--- config.mk ---
export PLATFORM = sky130hd
export DESIGN_NAME = bias_fifo
export DESIGN_NICKNAME = d
export VERILOG_FILES = /design/src/rtl/bias_pkg.sv /design/src/rtl/bias_fifo.sv
export SDC_FILE = /design/constraint.sdc
export NUM_CORES = 1
export LEC_CHECK = 0
export BUFFER_PORTS_ARGS = -buffer_cell sky130_fd_sc_hd__buf_2
export CAP_MARGIN = 30
export CORE_AREA = 2 2 67 69
export DETAILED_ROUTE_END_ITERATION = 10
export DIE_AREA = 0 0 69 71
export HOLD_SLACK_MARGIN = 0.05
export SETUP_SLACK_MARGIN = 0.02
export SYNTH_ARGS = -nofsm -noshare
export SYNTH_HDL_FRONTEND = slang
export SYNTH_SLANG_ARGS = --single-unit
export TNS_END_PERCENT = 10
--- constraint.sdc ---
create_clock -name clk -period 3.7 [get_ports clk]
set_input_delay 0.555 -clock clk [delete_from_list [all_inputs] [get_ports clk]]
set_output_delay 0.555 -clock clk [all_outputs]
set_load 0.01 [all_outputs]
--- src/rtl/bias_pkg.sv ---
// Shared constants and lookup functions for the affine block-index shuffle.
// No dependencies; used by every module of the block.
package bias_pkg;

  localparam int INDEX_BITS_DEF = 32;   // default index width
  localparam int FIELD_BITS     = 32;   // port width of index fields
  localparam int SEED_BITS      = 64;   // grid id and seed width
  localparam int HASH_BITS      = 64;   // width of a mixed hash
  localparam int MOD_STEPS      = 2;    // remainder bits resolved per divider stage
  localparam int FIFO_DEPTH     = 4;    // queue between front and back
  localparam int PRIME_BITS     = 5;    // width of a table prime

  localparam logic [63:0] SALT_A = 64'h243f6a8885a308d3;
  localparam logic [63:0] SALT_B = 64'h13198a2e03707344;

  localparam logic [31:0] MIX_C1_LO = 32'h1ce4e5b9;
  localparam logic [31:0] MIX_C1_HI = 32'hbf58476d;
  localparam logic [31:0] MIX_C2_LO = 32'h133111eb;
  localparam logic [31:0] MIX_C2_HI = 32'h94d049bb;

  localparam int MIX_SH1 = 30;
  localparam int MIX_SH2 = 27;
  localparam int MIX_SH3 = 31;

  // Table prime picked by the low hash bits
  function automatic logic [PRIME_BITS-1:0] prime_of(input logic [2:0] sel);
    logic [PRIME_BITS-1:0] p;
    case (sel)
      3'd0:    p = 5'd3;
      3'd1:    p = 5'd5;
      3'd2:    p = 5'd7;
      3'd3:    p = 5'd11;
      3'd4:    p = 5'd13;
      3'd5:    p = 5'd17;
      3'd6:    p = 5'd19;
      default: p = 5'd23;
    endcase
    return p;
  endfunction

  // Multiplicative inverse of the prime modulo 2^32
  function automatic logic [31:0] inv_of(input logic [2:0] sel);
    logic [31:0] v;
    case (sel)
      3'd0:    v = 32'haaaaaaab;
      3'd1:    v = 32'hcccccccd;
      3'd2:    v = 32'hb6db6db7;
      3'd3:    v = 32'hba2e8ba3;
      3'd4:    v = 32'hc4ec4ec5;
      3'd5:    v = 32'hf0f0f0f1;
      3'd6:    v = 32'h286bca1b;
      default: v = 32'he9bd37a7;
    endcase
    return v;
  endfunction

  // Largest multiple index: (2^32-1) / prime
  function automatic logic [31:0] lim_of(input logic [2:0] sel);
    logic [31:0] v;
    case (sel)
      3'd0:    v = 32'h55555555;
      3'd1:    v = 32'h33333333;
      3'd2:    v = 32'h24924924;
      3'd3:    v = 32'h1745d174;
      3'd4:    v = 32'h13b13b13;
      3'd5:    v = 32'h0f0f0f0f;
      3'd6:    v = 32'h0d79435e;
      default: v = 32'h0b21642c;
    endcase
    return v;
  endfunction

endpackage

--- src/rtl/bias_fifo.sv ---
// Short queue between the front and back pipelines.
// Depends on bias_pkg for the default depth.
module bias_fifo #(
  parameter int WIDTH = 8,
  parameter int DEPTH = bias_pkg::FIFO_DEPTH
) (
  input  logic             clk,
  input  logic             rst,
  input  logic             wr_en,
  input  logic [WIDTH-1:0] wr_data,
  input  logic             rd_en,
  output logic [WIDTH-1:0] rd_data,
  output logic             full,
  output logic             empty
);

  localparam int PW = (DEPTH > 1) ? $clog2(DEPTH) : 1;
  localparam int CW = $clog2(DEPTH + 1);

  logic [WIDTH-1:0] mem [DEPTH];
  logic [PW-1:0]    wr_ptr;
  logic [PW-1:0]    rd_ptr;
  logic [CW-1:0]    count;

  assign full    = (count == CW'(DEPTH));
  assign empty   = (count == '0);
  assign rd_data = mem[rd_ptr];

  always_ff @(posedge clk) begin
    if (rst) begin
      wr_ptr <= '0;
      rd_ptr <= '0;
      count  <= '0;
    end else begin
      if (wr_en) begin
        wr_ptr <= (wr_ptr == PW'(DEPTH - 1)) ? '0 : wr_ptr + PW'(1);
      end
      if (rd_en) begin
        rd_ptr <= (rd_ptr == PW'(DEPTH - 1)) ? '0 : rd_ptr + PW'(1);
      end
      if (wr_en && !rd_en) begin
        count <= count + CW'(1);
      end else if (rd_en && !wr_en) begin
        count <= count - CW'(1);
      end
    end
  end

  always_ff @(posedge clk) begin
    if (wr_en) begin
      mem[wr_ptr] <= wr_data;
    end
  end

endmodule

==> key figures, run 1 <==
Clocking
  – Post-CTS setup buffers: 0
  – CTS Buf Count: 5
  – Clk sinks: 41
  – Root Buffer: clkbuf_8
  – Worst-Skew Late Latency: roughly 0.29 ns
  – CTS tree: built
  – H-tree depth: 2
  – Number of gates resized after CTS: 0
  – Clk slew on worst S/H paths: around 0.07 ns
  – CTS max path bufs: 2
  – Post-CTS Hold Buffers: 0

Synthesis
  – Share of the synthesized area in the top cell type: 60.1%
  – Ys flop type: edfxtp_1
  – Ys Warns: 0
  – Post-synth top area cell: edfxtp_1
  – Post-Syn Area: 1600 um^2
  – Syn avg cell area: between 15 and 20 um^2
  – Post-synth EDFFs: 32
  – Cells after Synth: 86
  – Synthesized net count: 105
  – Post-synth top cells: 32 x edfxtp_1, 9 x dfxtp_1, 8 x mux4_2
  – Register area share after synthesis: between 70 and 80%
  – Distinct cells, synth: 17
  – Async SR Flop Fraction: 0%
  – Count leader, synth: edfxtp_1
  – FF+latch count, synth: 41
  – Top cells by area, synth: edfxtp_1 60%, dfxtp_1 11%, mux4_2 11%

Timing
  – Final Cycle Share: between 60% and 70%
  – Clk_skew: 0.00683 ns
  – Setup TNS: 0 ns
  – Max Slew Vio Count: 0
  – Worst-Margin Slew: around 0.58 ns
  – Final setup fails: 0
  – Rel. slew slack: 61.1%
  – Fmax: 441 MHz
  – Final worst slack: 1.43 ns
  – RSZ-0062 raised after global routing: no
  – Tmin final: 2.27 ns
  – Hold Violations, Final: 0

Final layout
  – Area Growth Syn to Fin: 14.7%
  – Share of cells above drive strength 1: 31.0%
  – Nets: 131
  – Antenna Cells: 0
  – Fillers: 385

Min path
  – Hold Crit Endpoint: mem[2][5]$_DFFE_PP_
  – Depth of the worst hold-timing path: 1
  – Hold WC Path Type: in2reg
  – Hold Crit Start: wr_data[5]

Die
  – Die area: ~5000 um^2
  – Site Rows: 24
  – Die width: 69 um
  – Initial core utilization: 38.0%
  – Placeable core area: 4200 um^2
  – I/O pins: 22
  – Die height: between 70 and 80 um

Placement
  – Setup WS pre-CTS: 1.67 ns
  – IO Port Bufs: 21
  – Routability cong.: 0.649
  – Post-DP HPWL: 1780 um

Critical path
  – Slowest cell on the critical path: dfxtp_1
  – CP Cell Sequence: mux4_2 > buf_2
  – CP Data Arrival Time: 1.71 ns
  – Critical path buffers and inverters: 1
  – CP Launch Type: register
  – Worst reg-to-reg setup slack: 2.24 ns
  – Worst Path Required: 3.14 ns
  – CP Max Fanout: 8
  – Top Family by Delay on Critical Path: flip-flops
  – Critical R2R Capture: count[2]$_SDFFE_PP0P_
  – Setup crit end kind: output pin
  – Reg2reg path depth: 4
  – Reg-to-reg startpoint: count[0]$_SDFFE_PP0P_
  – Critical Setup Path Class: reg2out
  – Max incr delay on CP: 0.69 ns

Run
  – Max Cap Violations: 0

Power and ir drop
  – Max VDD drop: 0.228 mV
  – Power Dens Cells: 500 nW/um^2
  – Clock share of power: 29.5%
  – NetSw: 209 uW
  – Power consumption: 916 uW
  – Seq pwr share: 59.4%
  – Sw Share: 22.8%
  – Pint: 707 uW
  – Gate power share: between 10% and 20%
  – Cell leakage power: roughly 0.00068 uW

Global route
  – Initial antenna violation count: 0
  – Vias in the first global route: 841
  – Largest net degree at the start of global routing: 13
  – GRT Util Overall: 11.5%
  – GR Overflow Total: 0
  – First-pass GRT wire length: 4090 um

Detailed routing
  – Vias: 808
  – Routed WL: 2630 um
  – Antenna viol nets, final: 0
  – 1st-iter DRT viols: 37
  – DR vias/cell: 4.90
  – 1st-pass router iterations: 4
  – Routed wire per std cell: ~16 um
  – Residual DRC count: 0

Run status
  – Outcome: finished clean
registers in the layout, indices dropped and copies added, names as in the netlist, named ones only:
name    flops
mem        32
wr_ptr      2
count       3
rd_ptr      2
metrics by stage:
step                      instance area [um^2]  util, %  hold slack [ns]  instances
after floorplan                           1600        -            0.460         86
after global placement                    1750     41.7            0.485        157
after detailed placement                  1750     41.7            0.506        157
after CTS                                 1830     43.6            0.472        165
after global routing                      1830     43.6            0.472        165
final                                     1830     43.6            0.482        165
worst max path at each step:
stage | from | end | cells past startpoint | slack [ns]
6_report | register | rd_data[0] | 2 | 1.43
5_1_grt | register | rd_data[3] | 2 | 1.30
4_1_cts | register | rd_data[0] | 2 | 1.39
3_5_place_dp | wr_en | count[2]$_SDFFE_PP0P_ | 7 | 1.67
3_3_place_gp | rd_en | count[2]$_SDFFE_PP0P_ | 8 | 1.73
2_1_floorplan | rd_en | count[2]$_SDFFE_PP0P_ | 7 | 1.88
layout by cell type, fill, tap and decap left out, drive strengths merged:
cell / synthesis / routed
nor3b: 2 / 2
mux4: 8 / 8
fa: 1 / 1
inv: 4 / 4
or3: 1 / 1
buf: 1 / 21
and2: 4 / 4
clkinv: 0 / 1
nor2: 7 / 7
mux2i: 4 / 4
ha: 6 / 6
o21ai: 1 / 1
edfxtp: 32 / 32
nor3: 1 / 1
a21oi: 2 / 2
clkbuf: 1 / 7
xor2: 2 / 2
dfxtp: 9 / 9
metal layers:
metal | vias to the layer above | routed length (um) | global-route usage, %
met1 | 407 | 1070 | 13.2
met2 | 23 | 1360 | 18.6
met3 | 2 | 180 | 4.70
li1 | 376 | - | -
met4 | 0 | 16 | 5.88
met5 | - | 0 | 0
cell type report:
class	count	area, um^2	area share [%]
repair buffers	21	105	5.73
multi-input cells	39	425	23.2
flip-flops and latches	41	1140	62.3
clock inverters	1	5.00	0.273
inverters	4	15.0	0.819
clock buffers	7	76.3	4.16
well taps	52	65.1	3.55
logic make-up after synthesis:
| kind of cell | synth area share, % |
|---|---|
| XOR/XNOR | 1.10 |
| AND/OR/NAND/NOR | 4.85 |
| flip-flops | 71.4 |
| AO/OA/AOI/OAI | 0.939 |
| multiplexers | 13.8 |
| adder cells (fa/ha/maj) | 5.95 |
| buffers and inverters | 1.96 |
power groups by stage:
stage	Clock (uW)	Combinational (uW)	Sequential (uW)
global placement	0	99.1	553
finish	270	102	544
global route	298	116	547
detailed placement	0	103	555
floorplan	0	71.8	544
CTS	280	104	545
No activity file was read; power rests on OpenSTA's default activity.
==> run 2, diff against run 1 <==
==> constraint.sdc (replaced) <==
create_clock -name clk -period 2.4 [get_ports clk]
set_input_delay 0.36 -clock clk [delete_from_list [all_inputs] [get_ports clk]]
set_output_delay 0.36 -clock clk [all_outputs]
set_load 0.01 [all_outputs]
==> key figures, run 2 (synthesis results as in run 1) <==
Run status
  – Outcome: finished clean

Detailed routing
  – DR vias/cell: 4.79 (-2.2%)
  – Residual DRC count: 0 (unchanged)
  – 1st-pass router iterations: 4 (unchanged)
  – Routed wire per std cell: 15.0 um (-5.9%)
  – Antenna viol nets, final: 0 (unchanged)
  – 1st-iter DRT viols: 52 (+41%)
  – Vias: 790 (-2.2%)
  – Routed WL: 2470 um (-5.9%)

Placement
  – Setup WS pre-CTS: 0.546 ns (-1.12 ns)
  – IO Port Bufs: 21 (unchanged)
  – Routability cong.: 0.649 (unchanged)
  – Post-DP HPWL: 1730 um (-2.5%)

Timing
  – Tmin final: 2.06 ns
  – Worst-Margin Slew: 0.571 ns (-0.0109 ns)
  – Final worst slack: 0.341 ns (-1.09 ns)
  – Setup TNS: 0 ns (unchanged)
  – RSZ-0062 raised after global routing: no
  – Final setup fails: 0 (unchanged)
  – Fmax: 486 MHz
  – Hold Violations, Final: 0 (unchanged)
  – Clk_skew: 0.00397 ns (-0.00286 ns)
  – Max Slew Vio Count: 0 (unchanged)
  – Final Cycle Share: 85.8%
  – Rel. slew slack: 61.9% (+0.73 points)

Final layout
  – Area Growth Syn to Fin: 15.3%
  – Share of cells above drive strength 1: 31.0% (unchanged)
  – Nets: 131 (unchanged)
  – Reg with most FFs: mem
  – Max reg flops: 32 (unchanged)
  – Most frequent cells in the layout: 32 x edfxtp_1, 21 x buf_2, 9 x dfxtp_1, 8 x mux4_2, 7 x nor2_1
  – Commonest non-fill, non-tap cell in the layout: edfxtp_1
  – Biggest regs: mem (32), count (3)
  – Antenna Cells: 0 (unchanged)

Global route
  – First-pass GRT wire length: 4110 um (+0.34%)
  – GRT Util Overall: 11.4% (-0.024 points)
  – Initial antenna violation count: 0 (unchanged)
  – Vias in the first global route: 806 (-4.2%)
  – GR Overflow Total: 0 (unchanged)
  – Largest net degree at the start of global routing: 13 (unchanged)

Critical path
  – CP Data Arrival Time: 1.70 ns (about the same)
  – CP Launch Type: register
  – Critical Setup Path Class: reg2out
  – Worst Path Required: 2.04 ns (-1.10 ns)
  – CP Max Fanout: 8 (unchanged)
  – Setup crit end kind: output pin

Power and ir drop
  – Max VDD drop: 0.409 mV (+79%)
  – Power Dens Cells: 780 nW/um^2 (+56%)
  – Sw Share: 22.0% (-0.76 points)
  – NetSw: 316 uW (+52%)
  – Gate power share: 10.7% (-0.5 points)
  – Seq pwr share: 58.4% (-1.0 points)
  – Clock share of power: 30.9% (+1.4 points)
  – Cell leakage power: 0.000679 uW (+0.49%)
  – Pint: 1120 uW (+58%)

Clocking
  – Post-CTS Hold Buffers: 0 (unchanged)
  – CTS max path bufs: 2 (unchanged)
  – CTS Buf Count: 5 (unchanged)
  – Clk sinks: 41 (unchanged)
  – Root Buffer: clkbuf_8
  – H-tree depth: 2 (unchanged)
  – CTS tree: built
  – Clk slew on worst S/H paths: 0.07 ns (about the same)
  – Post-CTS setup buffers: 0 (unchanged)
  – Number of gates resized after CTS: 0 (unchanged)
  – Worst-Skew Late Latency: 0.28 ns (about the same)

Die
  – Die height: 71 um (unchanged)
  – Die area: 4900 um^2 (unchanged)
  – Placeable core area: 4200 um^2 (unchanged)
  – I/O pins: 22 (unchanged)
  – Initial core utilization: 38.0% (unchanged)
  – Site Rows: 24 (unchanged)
  – Die width: 69 um (unchanged)

Run
  – Max Cap Violations: 0 (unchanged)

Min path
  – Hold WC Path Type: in2reg
[run 2: cell count changes in the layout (fill, tap and decap cells not counted)]
cell,delta
clkbuf_8,+1
clkinv_2,-1
[run 2: routing by layer]
layer,vias to the layer above,GRT usage (%),wire length (um)
met5,-,0,0
met4,0,3.92,40
met3,5,6.41,200
met2,22,17.2,1150
met1,385,14.0,1080
li1,378,-,-
[run 2: worst paths after layout]
kind                                            start                     to  slack [ns]  cells after the start
worst max-delay path                         register             rd_data[0]        0.34                      2
worst max register to register  count[0]$_SDFFE_PP0P_  count[2]$_SDFFE_PP0P_        0.94                      4
worst min-delay path                       wr_data[0]    mem[1][0]$_DFFE_PP_        0.29                      1
worst min register to register  count[2]$_SDFFE_PP0P_  count[2]$_SDFFE_PP0P_        0.52                      2
[run 2: cell type report]
| cell class | instances | area, um^2 |
|---|---|---|
| well taps | 52 | 65.1 |
| multi-input cells | 39 | 425 |
| clock buffers | 8 | 90.1 |
| repair buffers | 21 | 105 |
| fillers | 389 | 2360 |
| inverters | 4 | 15.0 |
| flip-flops and latches | 41 | 1140 |
[run 2: power groups by stage]
stage	sequential (uW)	clock, uW	combinational, uW
2_1_floorplan	839	0	111
3_3_place_gp	853	0	153
3_5_place_dp	856	0	158
4_1_cts	840	459	159
5_1_grt	844	495	178
6_report	839	444	154
[run 2: critical path, cell delays in order, from the launching register on]
cell and delay (ns):
dfxtp_1 0.68, mux4_2 0.58, buf_2 0.15
[run 2: stage by stage]
stage	instance area [um^2]	power, uW	hold slack [ns]	instances	utilization (%)
floorplan	1600	950	0.429	86	-
global placement	1750	1010	0.485	157	41.7
detailed placement	1750	1010	0.515	157	41.7
CTS	1840	1460	0.279	165	43.8
global route	1840	1520	0.270	165	43.8
finish	1840	1440	0.292	165	43.8
